--- src/sv/rip_pkg.sv ---
package rip_pkg;

    localparam int MAX_WIDTH_DEF = 1024;

    localparam int PHASE_W    = 16;
    localparam int VALUE_W    = 32;
    localparam int ROW_W      = 16;
    localparam int COL_W      = 10;
    localparam int TAU_W      = 17;
    localparam int WIDTH_W    = 11;
    localparam int CFG_DATA_W = 17;
    localparam int CFG_IDX_W  = 2;

    // Register indexes on the config port
    localparam logic [CFG_IDX_W-1:0] REG_TAU    = 2'd0;
    localparam logic [CFG_IDX_W-1:0] REG_WIDTH  = 2'd1;
    localparam logic [CFG_IDX_W-1:0] REG_HEIGHT = 2'd2;

    localparam logic [TAU_W-1:0]   TAU_ONE      = 17'h10000;
    localparam logic [TAU_W-1:0]   TAU_RESET    = 17'h10000;
    localparam logic [WIDTH_W-1:0] WIDTH_RESET  = 11'd1024;
    localparam logic [ROW_W-1:0]   HEIGHT_RESET = 16'd2;

    // Accumulator: up to four terms of u*2^16 + tau*wrap
    localparam int PROD_W    = 34;
    localparam int ACC_W     = 52;
    // Biased dividend for the floor divide by the term count
    localparam int BIAS_SH   = 34;
    localparam int DIV_W     = 37;
    localparam int QUOT_W    = DIV_W + 1;
    localparam int REM_W     = 3;
    localparam int DIV_CNT_W = 6;
    localparam int CNT_W     = 3;

    typedef enum logic [4:0] {
        ST_IDLE,
        ST_DISPATCH,
        ST_F0_RD,
        ST_F0_WR,
        ST_P_RD,
        ST_P_LD,
        ST_NB_RD,
        ST_NB_MUL,
        ST_NB_ACC,
        ST_DIV_INIT,
        ST_DIV,
        ST_FINISH,
        ST_EMIT0,
        ST_EMIT1,
        ST_ADV
    } state_t;

    typedef enum logic [1:0] {
        PASS_PIX,
        PASS_FWD,
        PASS_BWD,
        PASS_MAIN
    } pass_t;

    // Term sources: line store left/above/right of the cursor, or held registers
    typedef enum logic [2:0] {
        SRC_LEFT_COL,
        SRC_ABOVE,
        SRC_RIGHT,
        SRC_HELD,
        SRC_LEFTV
    } src_t;

    typedef struct packed {
        logic capture;
        logic ph_write;
        logic ph_read;
        logic ls_read;
        src_t src;
        logic p_from_ph;
        logic acc_clear;
        logic mul;
        logic save_above;
        logic acc_add;
        logic div_start;
        logic ls_write;
        logic ls_wdata_ph;
        logic pix_update;
        logic out_load;
        logic out_sel_above;
        logic advance;
        logic cur_zero;
        logic cur_inc;
        logic cur_dec;
    } cmd_t;

    typedef struct packed {
        logic row_zero;
        logic row_one;
        logic x_zero;
        logic x_one;
        logic x_last;
        logic div_last;
        logic out_free;
    } status_t;

endpackage

--- src/sv/rip_ctrl.sv ---
module rip_ctrl (
    input  logic              aclk,
    input  logic              aresetn,
    input  logic              s_valid,
    output logic              s_ready,
    input  rip_pkg::status_t  status,
    output rip_pkg::cmd_t     cmd
);

    rip_pkg::state_t state_reg, state_next;
    rip_pkg::pass_t  pass_reg, pass_next;
    rip_pkg::src_t   src_reg, src_next;

    logic          first_found, next_found;
    rip_pkg::src_t first_src, next_src;

    function automatic logic src_on(input rip_pkg::src_t s, input rip_pkg::pass_t p,
                                    input logic x0, input logic xl);
        logic on;
        on = 1'b0;
        unique case (p)
            rip_pkg::PASS_FWD: on = (s == rip_pkg::SRC_LEFT_COL);
            rip_pkg::PASS_PIX: begin
                on = (s == rip_pkg::SRC_ABOVE) || ((s == rip_pkg::SRC_RIGHT) && !xl) ||
                     ((s == rip_pkg::SRC_HELD) && !x0) || ((s == rip_pkg::SRC_LEFTV) && !x0);
            end
            default: begin
                on = (s == rip_pkg::SRC_ABOVE) || ((s == rip_pkg::SRC_LEFT_COL) && !x0) ||
                     ((s == rip_pkg::SRC_RIGHT) && !xl);
            end
        endcase
        return on;
    endfunction

    // Lowest enabled source overall, and lowest enabled one above the current
    always_comb begin
        first_found = 1'b0;
        first_src   = rip_pkg::SRC_ABOVE;
        next_found  = 1'b0;
        next_src    = rip_pkg::SRC_ABOVE;
        for (int i = 4; i >= 0; i--) begin
            if (src_on(rip_pkg::src_t'(3'(i)), pass_reg, status.x_zero, status.x_last)) begin
                first_found = 1'b1;
                first_src   = rip_pkg::src_t'(3'(i));
                if (3'(i) > src_reg) begin
                    next_found = 1'b1;
                    next_src   = rip_pkg::src_t'(3'(i));
                end
            end
        end
    end

    always_ff @(posedge aclk) begin
        if (!aresetn) begin
            state_reg <= rip_pkg::ST_IDLE;
            pass_reg  <= rip_pkg::PASS_PIX;
            src_reg   <= rip_pkg::SRC_ABOVE;
        end else begin
            state_reg <= state_next;
            pass_reg  <= pass_next;
            src_reg   <= src_next;
        end
    end

    always_comb begin
        state_next = state_reg;
        pass_next  = pass_reg;
        src_next   = src_reg;
        cmd        = '0;
        cmd.src    = src_reg;
        s_ready    = 1'b0;

        unique case (state_reg)
            rip_pkg::ST_IDLE: begin
                s_ready = 1'b1;
                if (s_valid) begin
                    cmd.capture = 1'b1;
                    pass_next   = rip_pkg::PASS_PIX;
                    state_next  = rip_pkg::ST_DISPATCH;
                end
            end
            rip_pkg::ST_DISPATCH: begin
                if (status.row_zero) begin
                    cmd.ph_write = 1'b1;
                    state_next   = status.x_last ? rip_pkg::ST_F0_RD : rip_pkg::ST_ADV;
                    cmd.cur_zero = status.x_last;
                end else begin
                    cmd.acc_clear = 1'b1;
                    src_next      = first_src;
                    state_next    = rip_pkg::ST_NB_RD;
                end
            end
            rip_pkg::ST_F0_RD: begin
                cmd.ph_read = 1'b1;
                state_next  = rip_pkg::ST_F0_WR;
            end
            rip_pkg::ST_F0_WR: begin
                cmd.ls_write    = 1'b1;
                cmd.ls_wdata_ph = 1'b1;
                if (status.x_last) begin
                    pass_next = rip_pkg::PASS_MAIN;
                end else begin
                    pass_next   = rip_pkg::PASS_FWD;
                    cmd.cur_inc = 1'b1;
                end
                state_next = rip_pkg::ST_P_RD;
            end
            rip_pkg::ST_P_RD: begin
                cmd.ph_read = 1'b1;
                state_next  = rip_pkg::ST_P_LD;
            end
            rip_pkg::ST_P_LD: begin
                cmd.p_from_ph = 1'b1;
                cmd.acc_clear = 1'b1;
                src_next      = first_src;
                state_next    = first_found ? rip_pkg::ST_NB_RD : rip_pkg::ST_DIV_INIT;
            end
            rip_pkg::ST_NB_RD: begin
                cmd.ls_read = 1'b1;
                state_next  = rip_pkg::ST_NB_MUL;
            end
            rip_pkg::ST_NB_MUL: begin
                cmd.mul        = 1'b1;
                cmd.save_above = (pass_reg == rip_pkg::PASS_PIX) &&
                                 (src_reg == rip_pkg::SRC_ABOVE);
                state_next     = rip_pkg::ST_NB_ACC;
            end
            rip_pkg::ST_NB_ACC: begin
                cmd.acc_add = 1'b1;
                if (next_found) begin
                    src_next   = next_src;
                    state_next = rip_pkg::ST_NB_RD;
                end else begin
                    state_next = rip_pkg::ST_DIV_INIT;
                end
            end
            rip_pkg::ST_DIV_INIT: begin
                cmd.div_start = 1'b1;
                state_next    = rip_pkg::ST_DIV;
            end
            rip_pkg::ST_DIV: begin
                if (status.div_last) begin
                    state_next = rip_pkg::ST_FINISH;
                end
            end
            rip_pkg::ST_FINISH: begin
                cmd.ls_write = 1'b1;
                unique case (pass_reg)
                    rip_pkg::PASS_PIX: begin
                        cmd.pix_update = 1'b1;
                        state_next = status.row_one ? rip_pkg::ST_EMIT0 : rip_pkg::ST_EMIT1;
                    end
                    rip_pkg::PASS_FWD: begin
                        if (status.x_last) begin
                            pass_next = rip_pkg::PASS_BWD;
                        end else begin
                            cmd.cur_inc = 1'b1;
                        end
                        state_next = rip_pkg::ST_P_RD;
                    end
                    rip_pkg::PASS_BWD: begin
                        if (status.x_one) begin
                            pass_next    = rip_pkg::PASS_MAIN;
                            cmd.cur_zero = 1'b1;
                        end else begin
                            cmd.cur_dec = 1'b1;
                        end
                        state_next = rip_pkg::ST_P_RD;
                    end
                    default: begin
                        if (status.x_last) begin
                            state_next = rip_pkg::ST_ADV;
                        end else begin
                            cmd.cur_inc = 1'b1;
                            state_next  = rip_pkg::ST_P_RD;
                        end
                    end
                endcase
            end
            rip_pkg::ST_EMIT0: begin
                if (status.out_free) begin
                    cmd.out_load      = 1'b1;
                    cmd.out_sel_above = 1'b1;
                    state_next        = rip_pkg::ST_EMIT1;
                end
            end
            rip_pkg::ST_EMIT1: begin
                if (status.out_free) begin
                    cmd.out_load = 1'b1;
                    state_next   = rip_pkg::ST_ADV;
                end
            end
            rip_pkg::ST_ADV: begin
                cmd.advance = 1'b1;
                state_next  = rip_pkg::ST_IDLE;
            end
            default: begin
                state_next = rip_pkg::ST_IDLE;
            end
        endcase
    end

endmodule

--- config.mk ---
export PLATFORM = sky130hd
export DESIGN_NAME = rip_ctrl
export DESIGN_NICKNAME = d
export VERILOG_FILES = /design/src/sv/rip_pkg.sv /design/src/sv/rip_ctrl.sv
export SDC_FILE = /design/constraint.sdc
export NUM_CORES = 1
export LEC_CHECK = 0
export BUFFER_PORTS_ARGS = -buffer_cell sky130_fd_sc_hd__buf_2
export CAP_MARGIN = 20
export CELL_PAD_IN_SITES_DETAIL_PLACEMENT = 0
export CELL_PAD_IN_SITES_GLOBAL_PLACEMENT = 1
export CORE_MARGIN = 2
export CORE_UTILIZATION = 33
export CTS_CLUSTER_DIAMETER = 30
export DETAILED_ROUTE_END_ITERATION = 7
export PLACE_DENSITY_LB_ADDON = 0.1
export SLEW_MARGIN = 10
export SYNTH_ARGS = -nofsm -noshare
export SYNTH_HDL_FRONTEND = slang
export SYNTH_SLANG_ARGS = --single-unit
--- constraint.sdc ---
create_clock -name aclk -period 2 [get_ports aclk]
set_clock_uncertainty 0.15 [all_clocks]
set_input_delay 0.1 -clock aclk [delete_from_list [all_inputs] [get_ports aclk]]
set_output_delay 0.1 -clock aclk [all_outputs]
set_load 0.005 [all_outputs]
==> impl_metrics.ini <==
[run_status]
status = completed

[timing]
max_freq_mhz = 540
hold_viol = 0
timing.final.crit_share_pct = 92.6
grt_setup_unrepaired = false
relSlewSlack_pct = 74.9
tightest_slew_ns = 0.372
fin_crit_ns = 1.85
setup_viol = 0
finalSetupTns_ns = 0
drv_slew = 0

[pwr]
seqPwrFrac_pct = 28.3
p_comb_share_pct = 60.6
swShare_pct = 48.1
vdd_drop_max_mv = 0.574
leakagePower_nw = 0.521
power.share.clock_pct = 11.1
p_int_mw = 0.674
cellPowerDensity_mw_per_mm2 = 1130
p_switching_mw = 0.625

[worst_setup_path]
rrSetupSlack_ns = 0.21
worstSetupStartpointType = register
cp.arrival_ns = 1.60
end_kind = primary output
critPathSlowestCell = dfxtp_2
critPathBufInv = 3
crit_path_max_incr_delay_ns = 0.39
cp_common_cell = buf_4
critPathKind = reg2out
critPathMaxFanout = 11
worstPathRequired_ns = 1.75
worst_path_dominant_cell_family = buffers and inverters
cp_cell_sequence = buf_4, nand2_1, buf_4, o41ai_1, buf_2

[detailed_routing]
routed_wl_mm = 2.64
ant_nets = 0
routedWlPerCell_um = 13.9
dr.pass1.iters = 4
vias = 1042
drc = 0
first_iter_violations = 33
viasPerCell = 5.48

[grt]
track_usage_pct = 17.8
grt_overflow = 0
grt_max_degree = 15
grt_pass1_vias = 968
antenna_found_initial = 0
grt_pass1_wl_mm = 4.53

[clocking]
post_cts_buffers = 0
cts_tree = done
cts-root-buf = clkbuf_4
clock-sinks = 9
clkLatencyLatePin_ns = 0.26
htreeDepth = 1
clkTransAtPathRegs_ns = 0.07
cts.path.max_buffers = 2
cts_buffers = 3

[place]
dpl-instance-area_mm2 = 0.00109
dp.final_hpwl_mm = 2.03
gp_congestion = 0.818
io_buffers = 32

[finish]
largest_reg_flops = 4
nets = 171
final_util_pct = 45.8
syn2layout_area_growth_pct = 30.5
num_antenna_cells = 0
drive_above_1_share_pct = 33.1
design_area_mm2 = 0.00115
nFillCells = 260

[floorplanning]
die_w_um = 55.6
num_rows = 18
initial_core_util_pct = 35.1
die_h_um = 55.6
coreArea_mm2 = 0.00250
ioPinCount = 33
die-area_mm2 = 0.00309

[synthesis]
yosys.area.top_type = dfxtp_1
ys_seq_area_share_pct = 20.5
synth-edff-count = 0
synth_area_leaders = dfxtp_1, nand2_1, nor2_1, a21oi_1, nand2b_1
ys_ff_latch = 9
yosys.area.top_type_share_pct = 20.5
yosysMostFrequentCell = nand2_1
syn_area_um2 = 878
syn_avg_cell_area_um2 = 7.03
synthFlopType = dfxtp_1
postSynthCellCount = 125
async_flop_share_pct = 0
ys_top_cells_by_count = nand2_1, nor2_1, a21oi_1, dfxtp_1, inv_1
yosysUniqueCellTypes = 45
yosysWarningCount = 0
syn-num-nets = 135

[hold_path]
hp-class = in2reg

[run]
max_cap_violations = 0
## power by group through the flow
stage	logic (mW)	clock network, mW	registers, mW
after floorplan	0.572	0	0.283
after global placement	0.765	0	0.360
after detailed placement	0.762	0	0.360
after CTS	0.775	0.152	0.355
after global routing	0.878	0.159	0.384
final	0.787	0.145	0.368
## per-stage QoR
| step | hold WS [ns] | instances | setup WS, ns | power, mW |
|---|---|---|---|---|
| after floorplan | 0.0854 | 125 | 0.348 | 0.855 |
| after global placement | 0.279 | 185 | 0.166 | 1.12 |
| after detailed placement | 0.276 | 185 | 0.155 | 1.12 |
| after CTS | 0.0902 | 190 | 0.0368 | 1.28 |
| after global routing | 0.120 | 190 | 0.0683 | 1.42 |
| final | 0.0909 | 190 | 0.148 | 1.30 |
## cells by family (layout without fill, tap and decap cells)
kind of cell	count (synthesis)	count (layout)	share of synthesized area [%]
multiplexers	1	1	1.14
XOR/XNOR	1	1	0.997
buffers and inverters	17	52	7.55
flip-flops	9	9	20.5
AND/OR/NAND/NOR	65	65	39.7
AO/OA/AOI/OAI	32	32	30.1
## area by class of cell
type	count	area, um^2	share of cell area (%)
clock buffer	3	22.5	1.97
timing repair buffer	40	223	19.4
clock inverter	1	5.00	0.437
tap	30	37.5	3.28
sequential	9	184	16.0
multi-input combinational	99	644	56.2
inverter	8	30.0	2.62
## per-layer routing
metal / global-route usage (%) / routed length [um] / vias to the layer above
met3: 4.88 / 145 / 4
met2: 27.4 / 1170 / 27
li1: - / - / 531
met1: 24.6 / 1290 / 480
met5: 0 / 0 / -
met4: 4.18 / 30 / 0
## worst register-to-register path, cell delays in order (launching register included)
cell and delay, ns:
dfxtp_2 0.41, or4b_4 0.57, a2111oi_4 0.31, o221ai_2 0.15, o311ai_1 0.10
## layout by cell type, fill, tap and decap left out, drive strengths merged, types with 3 or more instances in the layout
cell,count
nand2b,6
dfxtp,9
inv,8
a21boi,3
nor2,13
nand2,16
buf,39
nor2b,5
clkbuf,3
a21oi,9
o221ai,3
nor3,8
nor4,3
## path summary, 6_finish.rpt
kind | from | endpoint | depth (start not counted)
min reg2reg | src_reg[1]$_SDFFE_PN0P_ | src_reg[1]$_SDFFE_PN0P_ | 2
min | status[0] | state_reg[0]$_SDFFE_PN0P_ | 5
max reg2reg | state_reg[1]$_SDFFE_PN0P_ | src_reg[0]$_SDFFE_PN1P_ | 4
max | state_reg[3]$_SDFFE_PN0P_ | cmd[2] | 5
## repair_timing
item | 4_1_cts | 5_1_grt
gates resized for setup | 1 | 4
hold buffers | 1 | 0
gates cloned | 0 | 0
setup endpoints to repair | 1 | 5
endpoints found under the hold margin | 1 | 0
No activity file was read; power rests on OpenSTA's default activity.
